==> src/rhsl_pkg.sv <==
// types, constants and the divider step for the rgb to hue, saturation and luma pipeline
// no dependencies; used by every module in src
`default_nettype none

package rhsl_pkg;

  localparam int unsigned HUE_SIXTH      = 3840;
  localparam int unsigned HUE_FULL       = 23040;
  localparam int unsigned DIV_BITS       = 16;
  localparam int unsigned BITS_PER_STAGE = 4;
  localparam int unsigned DIV_STAGES     = DIV_BITS / BITS_PER_STAGE;

  typedef struct packed {
    logic [7:0] red;
    logic [7:0] green;
    logic [7:0] blue;
  } pixel_t;

  typedef struct packed {
    logic [17:0] luma_weighted;
    logic [14:0] hue_q6;
    logic [15:0] saturation_q16;
  } result_t;

  // remainder, then numerator bits still to come shifting out as quotient bits shift in
  typedef struct packed {
    logic [7:0]          divisor;
    logic [7:0]          rem;
    logic [DIV_BITS-1:0] sh;
  } div_t;

  typedef struct packed {
    logic [17:0] luma;
    logic [14:0] base;
    logic        neg;
    logic        grey;
    logic        black;
    div_t        hue_div;
    div_t        sat_div;
  } work_t;

  function automatic div_t div_step(input div_t cur);
    div_t       nxt;
    logic [8:0] trial;
    logic       qbit;
    trial = {cur.rem, cur.sh[DIV_BITS-1]};
    qbit  = (trial >= {1'b0, cur.divisor});
    nxt.divisor = cur.divisor;
    nxt.rem     = qbit ? 8'(trial - {1'b0, cur.divisor}) : trial[7:0];
    nxt.sh      = {cur.sh[DIV_BITS-2:0], qbit};
    return nxt;
  endfunction

endpackage

`default_nettype wire

==> src/rhsl_front.sv <==
// first stage: max, min, sector, luma and the two division numerators
// depends on rhsl_pkg
`default_nettype none

module rhsl_front (
  input  wire              clk,
  input  wire              rst,
  input  wire              in_valid,
  input  rhsl_pkg::pixel_t in_item,
  output logic             in_stall,
  output logic             out_valid,
  output rhsl_pkg::work_t  out_item,
  input  wire              out_stall
);

  rhsl_pkg::work_t item_next;
  logic [7:0]      mx;
  logic [7:0]      mn;
  logic [7:0]      delta;
  logic [7:0]      op_a;
  logic [7:0]      op_b;
  logic [7:0]      mag;
  logic            neg;
  logic [14:0]     base;
  logic [23:0]     hue_num;
  logic [23:0]     sat_num;
  logic            advance;

  always_comb begin
    mx = in_item.red;
    mn = in_item.red;
    if (in_item.green > mx) mx = in_item.green;
    if (in_item.blue > mx) mx = in_item.blue;
    if (in_item.green < mn) mn = in_item.green;
    if (in_item.blue < mn) mn = in_item.blue;
    delta = mx - mn;

    // red first, then green on ties
    if (mx == in_item.red) begin
      op_a = in_item.green;
      op_b = in_item.blue;
      base = 15'd0;
    end else if (mx == in_item.green) begin
      op_a = in_item.blue;
      op_b = in_item.red;
      base = 15'(2 * rhsl_pkg::HUE_SIXTH);
    end else begin
      op_a = in_item.red;
      op_b = in_item.green;
      base = 15'(4 * rhsl_pkg::HUE_SIXTH);
    end
    neg = (op_a < op_b);
    mag = neg ? (op_b - op_a) : (op_a - op_b);
    // negative red hue wraps round the full circle
    if (neg && (base == 15'd0)) base = 15'(rhsl_pkg::HUE_FULL);

    hue_num = ({16'd0, mag} << 12) - ({16'd0, mag} << 8);
    sat_num = {delta, 16'd0} - {16'd0, delta};

    item_next.luma = 18'(in_item.red) * 18'd299 + 18'(in_item.green) * 18'd587
                   + 18'(in_item.blue) * 18'd114;
    item_next.base  = base;
    item_next.neg   = neg;
    item_next.grey  = (delta == 8'd0);
    item_next.black = (mx == 8'd0);
    item_next.hue_div.divisor = delta;
    item_next.hue_div.rem     = hue_num[23:16];
    item_next.hue_div.sh      = hue_num[15:0];
    item_next.sat_div.divisor = mx;
    item_next.sat_div.rem     = sat_num[23:16];
    item_next.sat_div.sh      = sat_num[15:0];
  end

  assign advance  = !out_valid || !out_stall;
  assign in_stall = !advance;

  always_ff @(posedge clk) begin
    if (rst) begin
      out_valid <= 1'b0;
    end else if (advance) begin
      out_valid <= in_valid;
    end
  end

  always_ff @(posedge clk) begin
    if (advance && in_valid) begin
      out_item <= item_next;
    end
  end

endmodule

`default_nettype wire

==> src/rhsl_div_stage.sv <==
// one divider stage: BITS_PER_STAGE (4) quotient bits of both the hue and saturation divisions
// depends on rhsl_pkg
`default_nettype none

module rhsl_div_stage (
  input  wire             clk,
  input  wire             rst,
  input  wire             in_valid,
  input  rhsl_pkg::work_t in_item,
  output logic            in_stall,
  output logic            out_valid,
  output rhsl_pkg::work_t out_item,
  input  wire             out_stall
);

  rhsl_pkg::work_t item_next;
  logic            advance;

  always_comb begin
    item_next = in_item;
    for (int i = 0; i < rhsl_pkg::BITS_PER_STAGE; i++) begin
      item_next.hue_div = rhsl_pkg::div_step(item_next.hue_div);
      item_next.sat_div = rhsl_pkg::div_step(item_next.sat_div);
    end
  end

  assign advance  = !out_valid || !out_stall;
  assign in_stall = !advance;

  always_ff @(posedge clk) begin
    if (rst) begin
      out_valid <= 1'b0;
    end else if (advance) begin
      out_valid <= in_valid;
    end
  end

  always_ff @(posedge clk) begin
    if (advance && in_valid) begin
      out_item <= item_next;
    end
  end

endmodule

`default_nettype wire

==> src/rhsl_back.sv <==
// last stage: floor or ceiling of the hue quotient, sector offset, grey and black cases
// depends on rhsl_pkg
`default_nettype none

module rhsl_back (
  input  wire               clk,
  input  wire               rst,
  input  wire               in_valid,
  input  rhsl_pkg::work_t   in_item,
  output logic              in_stall,
  output logic              out_valid,
  output rhsl_pkg::result_t out_item,
  input  wire               out_stall
);

  rhsl_pkg::result_t item_next;
  logic [14:0]       quo;
  logic [14:0]       ceil_q;
  logic              advance;

  always_comb begin
    quo    = in_item.hue_div.sh[14:0];
    ceil_q = quo + 15'(in_item.hue_div.rem != 8'd0);
    item_next.luma_weighted = in_item.luma;
    if (in_item.grey) begin
      item_next.hue_q6 = 15'd0;
    end else if (in_item.neg) begin
      item_next.hue_q6 = in_item.base - ceil_q;
    end else begin
      item_next.hue_q6 = in_item.base + quo;
    end
    item_next.saturation_q16 = in_item.black ? 16'd0 : in_item.sat_div.sh;
  end

  assign advance  = !out_valid || !out_stall;
  assign in_stall = !advance;

  always_ff @(posedge clk) begin
    if (rst) begin
      out_valid <= 1'b0;
    end else if (advance) begin
      out_valid <= in_valid;
    end
  end

  always_ff @(posedge clk) begin
    if (advance && in_valid) begin
      out_item <= item_next;
    end
  end

endmodule

`default_nettype wire

==> src/rgb_to_hue_saturation_luma.sv <==
// rgb pixel to luma, hue and saturation sort keys
// an accepted pixel passes through registered stages in order: front, 4 divider stages, back
// throughput: one item per cycle while the output is not stalled; the dividers are restoring, 4 bits per stage
// a stalled stage only holds back the stages behind it; bubbles close up
// reset clears the valid bits of every stage; payload registers are not reset
`default_nettype none

module rgb_to_hue_saturation_luma (
  input  wire                clk,
  input  wire                rst,
  input  wire                pixel_valid,
  input  rhsl_pkg::pixel_t   pixel,
  output logic               pixel_stall,
  output logic               result_valid,
  output rhsl_pkg::result_t  result,
  input  wire                result_stall
);

  localparam int unsigned N = rhsl_pkg::DIV_STAGES;

  rhsl_pkg::work_t stage_item  [N+1];
  logic            stage_valid [N+1];
  logic            stage_stall [N+1];

  rhsl_front u_front (
    .clk       (clk),
    .rst       (rst),
    .in_valid  (pixel_valid),
    .in_item   (pixel),
    .in_stall  (pixel_stall),
    .out_valid (stage_valid[0]),
    .out_item  (stage_item[0]),
    .out_stall (stage_stall[0])
  );

  for (genvar k = 0; k < N; k++) begin : g_div
    rhsl_div_stage u_div (
      .clk       (clk),
      .rst       (rst),
      .in_valid  (stage_valid[k]),
      .in_item   (stage_item[k]),
      .in_stall  (stage_stall[k]),
      .out_valid (stage_valid[k+1]),
      .out_item  (stage_item[k+1]),
      .out_stall (stage_stall[k+1])
    );
  end

  rhsl_back u_back (
    .clk       (clk),
    .rst       (rst),
    .in_valid  (stage_valid[N]),
    .in_item   (stage_item[N]),
    .in_stall  (stage_stall[N]),
    .out_valid (result_valid),
    .out_item  (result),
    .out_stall (result_stall)
  );

endmodule

`default_nettype wire

==> config.mk <==
export PLATFORM = sky130hd
export DESIGN_NAME = rgb_to_hue_saturation_luma
export DESIGN_NICKNAME = d
export VERILOG_FILES = /design/src/rhsl_pkg.sv /design/src/rhsl_front.sv /design/src/rhsl_div_stage.sv /design/src/rhsl_back.sv /design/src/rgb_to_hue_saturation_luma.sv
export SDC_FILE = /design/constraint.sdc
export NUM_CORES = 1
export LEC_CHECK = 0
export CELL_PAD_IN_SITES_DETAIL_PLACEMENT = 0
export CELL_PAD_IN_SITES_GLOBAL_PLACEMENT = 1
export CORE_MARGIN = 3
export CORE_UTILIZATION = 45
export CTS_CLUSTER_DIAMETER = 150
export DETAILED_ROUTE_END_ITERATION = 16
export DONT_BUFFER_PORTS = 1
export GPL_TIMING_DRIVEN = 0
export PLACE_DENSITY = 0.82
export SYNTH_ARGS = -nofsm -noshare
export SYNTH_HDL_FRONTEND = slang
export SYNTH_SLANG_ARGS = --single-unit
==> constraint.sdc <==
create_clock -name clk -period 13.1 [get_ports clk]
set_input_delay 1.31 -clock clk [delete_from_list [all_inputs] [get_ports clk]]
set_output_delay 1.31 -clock clk [all_outputs]
set_load 0.05 [all_outputs]
==> results.cfg <==
[grt]
grt_busiest_layer = met2
grt_first_pass_wirelength_mm = 121
overflow = 0
grt_use_met2_pct = 31.4
grt_pass1_vias = 23600
grtUsageTotal_pct = 18.4
grtUsageMet1_pct = 24.8
grt_max_degree = 34
antenna_found_initial = 0
met3_usage_pct = 2.63

[timing]
clock_skew_ns = 0.0263
finalSetupViolCount = 0
rsz0062_at_grt = false
fin_setup_tns_ns = 0
drv_slew = 0
max_freq_mhz = 83.1
slew-limit-headroom_pct = 37.2
tightest_slew_ns = 0.938
final-hold-violation-count = 0
fin_crit_ns = 12.04
fin_crit_sh_pct = 91.9

[synthesis]
synth_edf_count = 435
synth-seq-cells = 441
yosys_warnings = 0
synthArstFlopShare_pct = 0
synth-seq-area-share_pct = 38.1
synth_cell_types = 101
synth_ff_type = edfxtp_1
syn_inst = 3220
netlist_area_um2 = 34600
avgSynthCellArea_um2 = 10.8
syn_nets = 3781

[placed_design]
gp_congestion = 0.884
io_buffers = 0
dp.cells = 4264
hpwl_mm = 58.4

[clock_tree]
clk_pin_slew_ns = 0.06
cts_sinks = 441
cts_setup_buffers = 0
cts_tree = yes
cts_resized = 0
cts_max_level = 2
cts_hold_buf = 0
numCtsBuffers = 49
root_buffer = clkbuf_16
clk_latency_ns = 0.60
clock_path_buffers = 3

[route]
antenna_left = 0
drt_wl_total_mm = 73.8
vias = 23400
avgRoutedWirePerCell_um = 16.9
vias_per_cell = 5.37
drtIter0Drc = 1362
detail_route.first_pass.iterations = 5
post-route-drc-count = 0

[critical_path]
crit_top_cell = a21oi_1
cp_max_fo = 10
cp-start-kind = flop
crit_type = flop to flop
cp_slowest_cell = nor3b_1
critPathCaptureType = flop
required_ns = 13.43
worstPathArrival_ns = 12.37
cpPeakStageDelay_ns = 0.78

[floorplanning]
coreArea_um2 = 76100
pin_count = 79
start_util_pct = 45.5
dieHeight_um = 283
die_area_um2 = 80300
dieWidth_um = 283
rows = 101

[layout]
final_common_cell = edfxtp_1
multi_input_area_um2 = 19800
drive_above_1_share_pct = 8.60
final_cell_mix = edfxtp_1 (435), ha_1 (432), inv_1 (398)
final_nets = 3846
area_growth_pct = 9.55
antennaDiodeCount = 0
instances_no_fill = 4355
regArea_um2 = 13200
fillCellCount = 6928

[job]
drv_cap = 0

[status]
status = completed

[hold_path]
min_path_type = flop to flop
==> worst max-delay path, delay by kind of cell, from the launching register on <==
| kind | cells | cell delay [ns] |
|---|---|---|
| AOI/OAI and AO/OA | 22 | 6.53 |
| and+or+nand+nor | 8 | 2.09 |
| buffers and inverters | 6 | 1.38 |
| adders and majority gates | 4 | 1.24 |
| DFF | 1 | 0.51 |
==> worst paths after layout <==
path | end | depth (start not counted) | start | slack, ns
worst max register to register | g_div[1].u_div.out_item[51] | 40 | g_div[0].u_div.out_item[57] | 1.06
worst min register to register | g_div[0].u_div.out_item[66] | 0 | u_front.out_item[66] | 0.41
worst min-delay path | g_div[0].u_div.out_item[66] | 0 | u_front.out_item[66] | 0.41
worst max-delay path | g_div[1].u_div.out_item[51] | 40 | g_div[0].u_div.out_item[57] | 1.06
==> flip-flops by register name, summed over array words and instances (netlist names) <==
signal and flops:
g_div.u_div.out_item 309, u_front.out_item 77, u_back.out_item 49, g_div.u_div.out_valid 4, u_back.out_valid 1, u_front.out_valid 1
==> per-layer routing <==
metal  part of all wire [%]  wire, um
met1                     47     34300
met2                     47     35000
met3                    4.3      3150
met4                    1.8      1330
met5                      0         0
==> synth_stat cells, types with 6 or more instances <==
cell type | number | area (um^2)
a211o_1 | 10 | 87.6
a21boi_0 | 19 | 143
xor2_1 | 68 | 596
a211oi_1 | 23 | 173
o211ai_1 | 14 | 105
nand2_1 | 106 | 398
nor2b_1 | 81 | 507
inv_1 | 398 | 1490
a221o_1 | 14 | 140
o21a_1 | 44 | 330
mux2_2 | 125 | 1410
mux2i_1 | 72 | 721
clkbuf_1 | 26 | 97.6
ha_1 | 432 | 5410
o31ai_1 | 15 | 113
and2_1 | 21 | 131
and4_1 | 13 | 114
edfxtp_1 | 435 | 13100
nand2b_1 | 28 | 175
o21ai_1 | 10 | 50.1
mux2_1 | 9 | 101
nor2_1 | 204 | 766
o31a_1 | 9 | 78.8
o21bai_1 | 34 | 255
dfxtp_1 | 6 | 120
a21oi_1 | 181 | 906
xnor2_1 | 157 | 1380
o21ai_0 | 134 | 671
and3_1 | 18 | 113
nand3_1 | 48 | 240
or3_1 | 19 | 119
or2_2 | 11 | 68.8
a221oi_1 | 11 | 96.3
buf_2 | 12 | 60.1
nand4_1 | 33 | 206
a31oi_1 | 18 | 113
nor3_1 | 45 | 225
nor4_1 | 6 | 37.5
a21o_1 | 82 | 616
fa_1 | 101 | 2020
or4_1 | 6 | 45.0
nand3b_1 | 6 | 45.0
==> kinds of logic (layout without fill, tap and decap cells) <==
group | after synthesis | in the layout | share of synthesized area (%)
compound gates | 693 | 693 | 13.4
simple gates | 670 | 670 | 9.91
fa+ha+maj | 534 | 534 | 21.5
flops | 441 | 441 | 38.1
buf+inv | 448 | 553 | 4.93
xor+xnor | 226 | 226 | 5.74
mux | 208 | 208 | 6.52
==> cell type report <==
type / instances / share of cell area (%)
clock inverter: 30 / 0.894
sequential: 441 / 34.7
multi-input combinational: 2331 / 52.2
tap: 1030 / 3.40
clock buffer: 61 / 3.46
buffer: 41 / 0.465
inverter: 407 / 4.03
timing repair buffer: 14 / 0.818
==> per-stage QoR <==
| step | util (%) | cell area, um^2 | hold WS (ns) | worst slack, ns |
|---|---|---|---|---|
| floorplan | - | 34600 | 0.400 | 3.50 |
| CTS | 49.9 | 37900 | 0.409 | 1.36 |
| global placement | 47.2 | 35900 | 0.401 | 1.42 |
| detailed placement | 47.7 | 36300 | 0.405 | 1.41 |
| global route | 49.9 | 37900 | 0.413 | 0.235 |
| finish | 49.9 | 37900 | 0.410 | 1.06 |
Power is not shown: default switching activity piles up to over one toggle a cycle in this logic, so the estimate is an artifact.
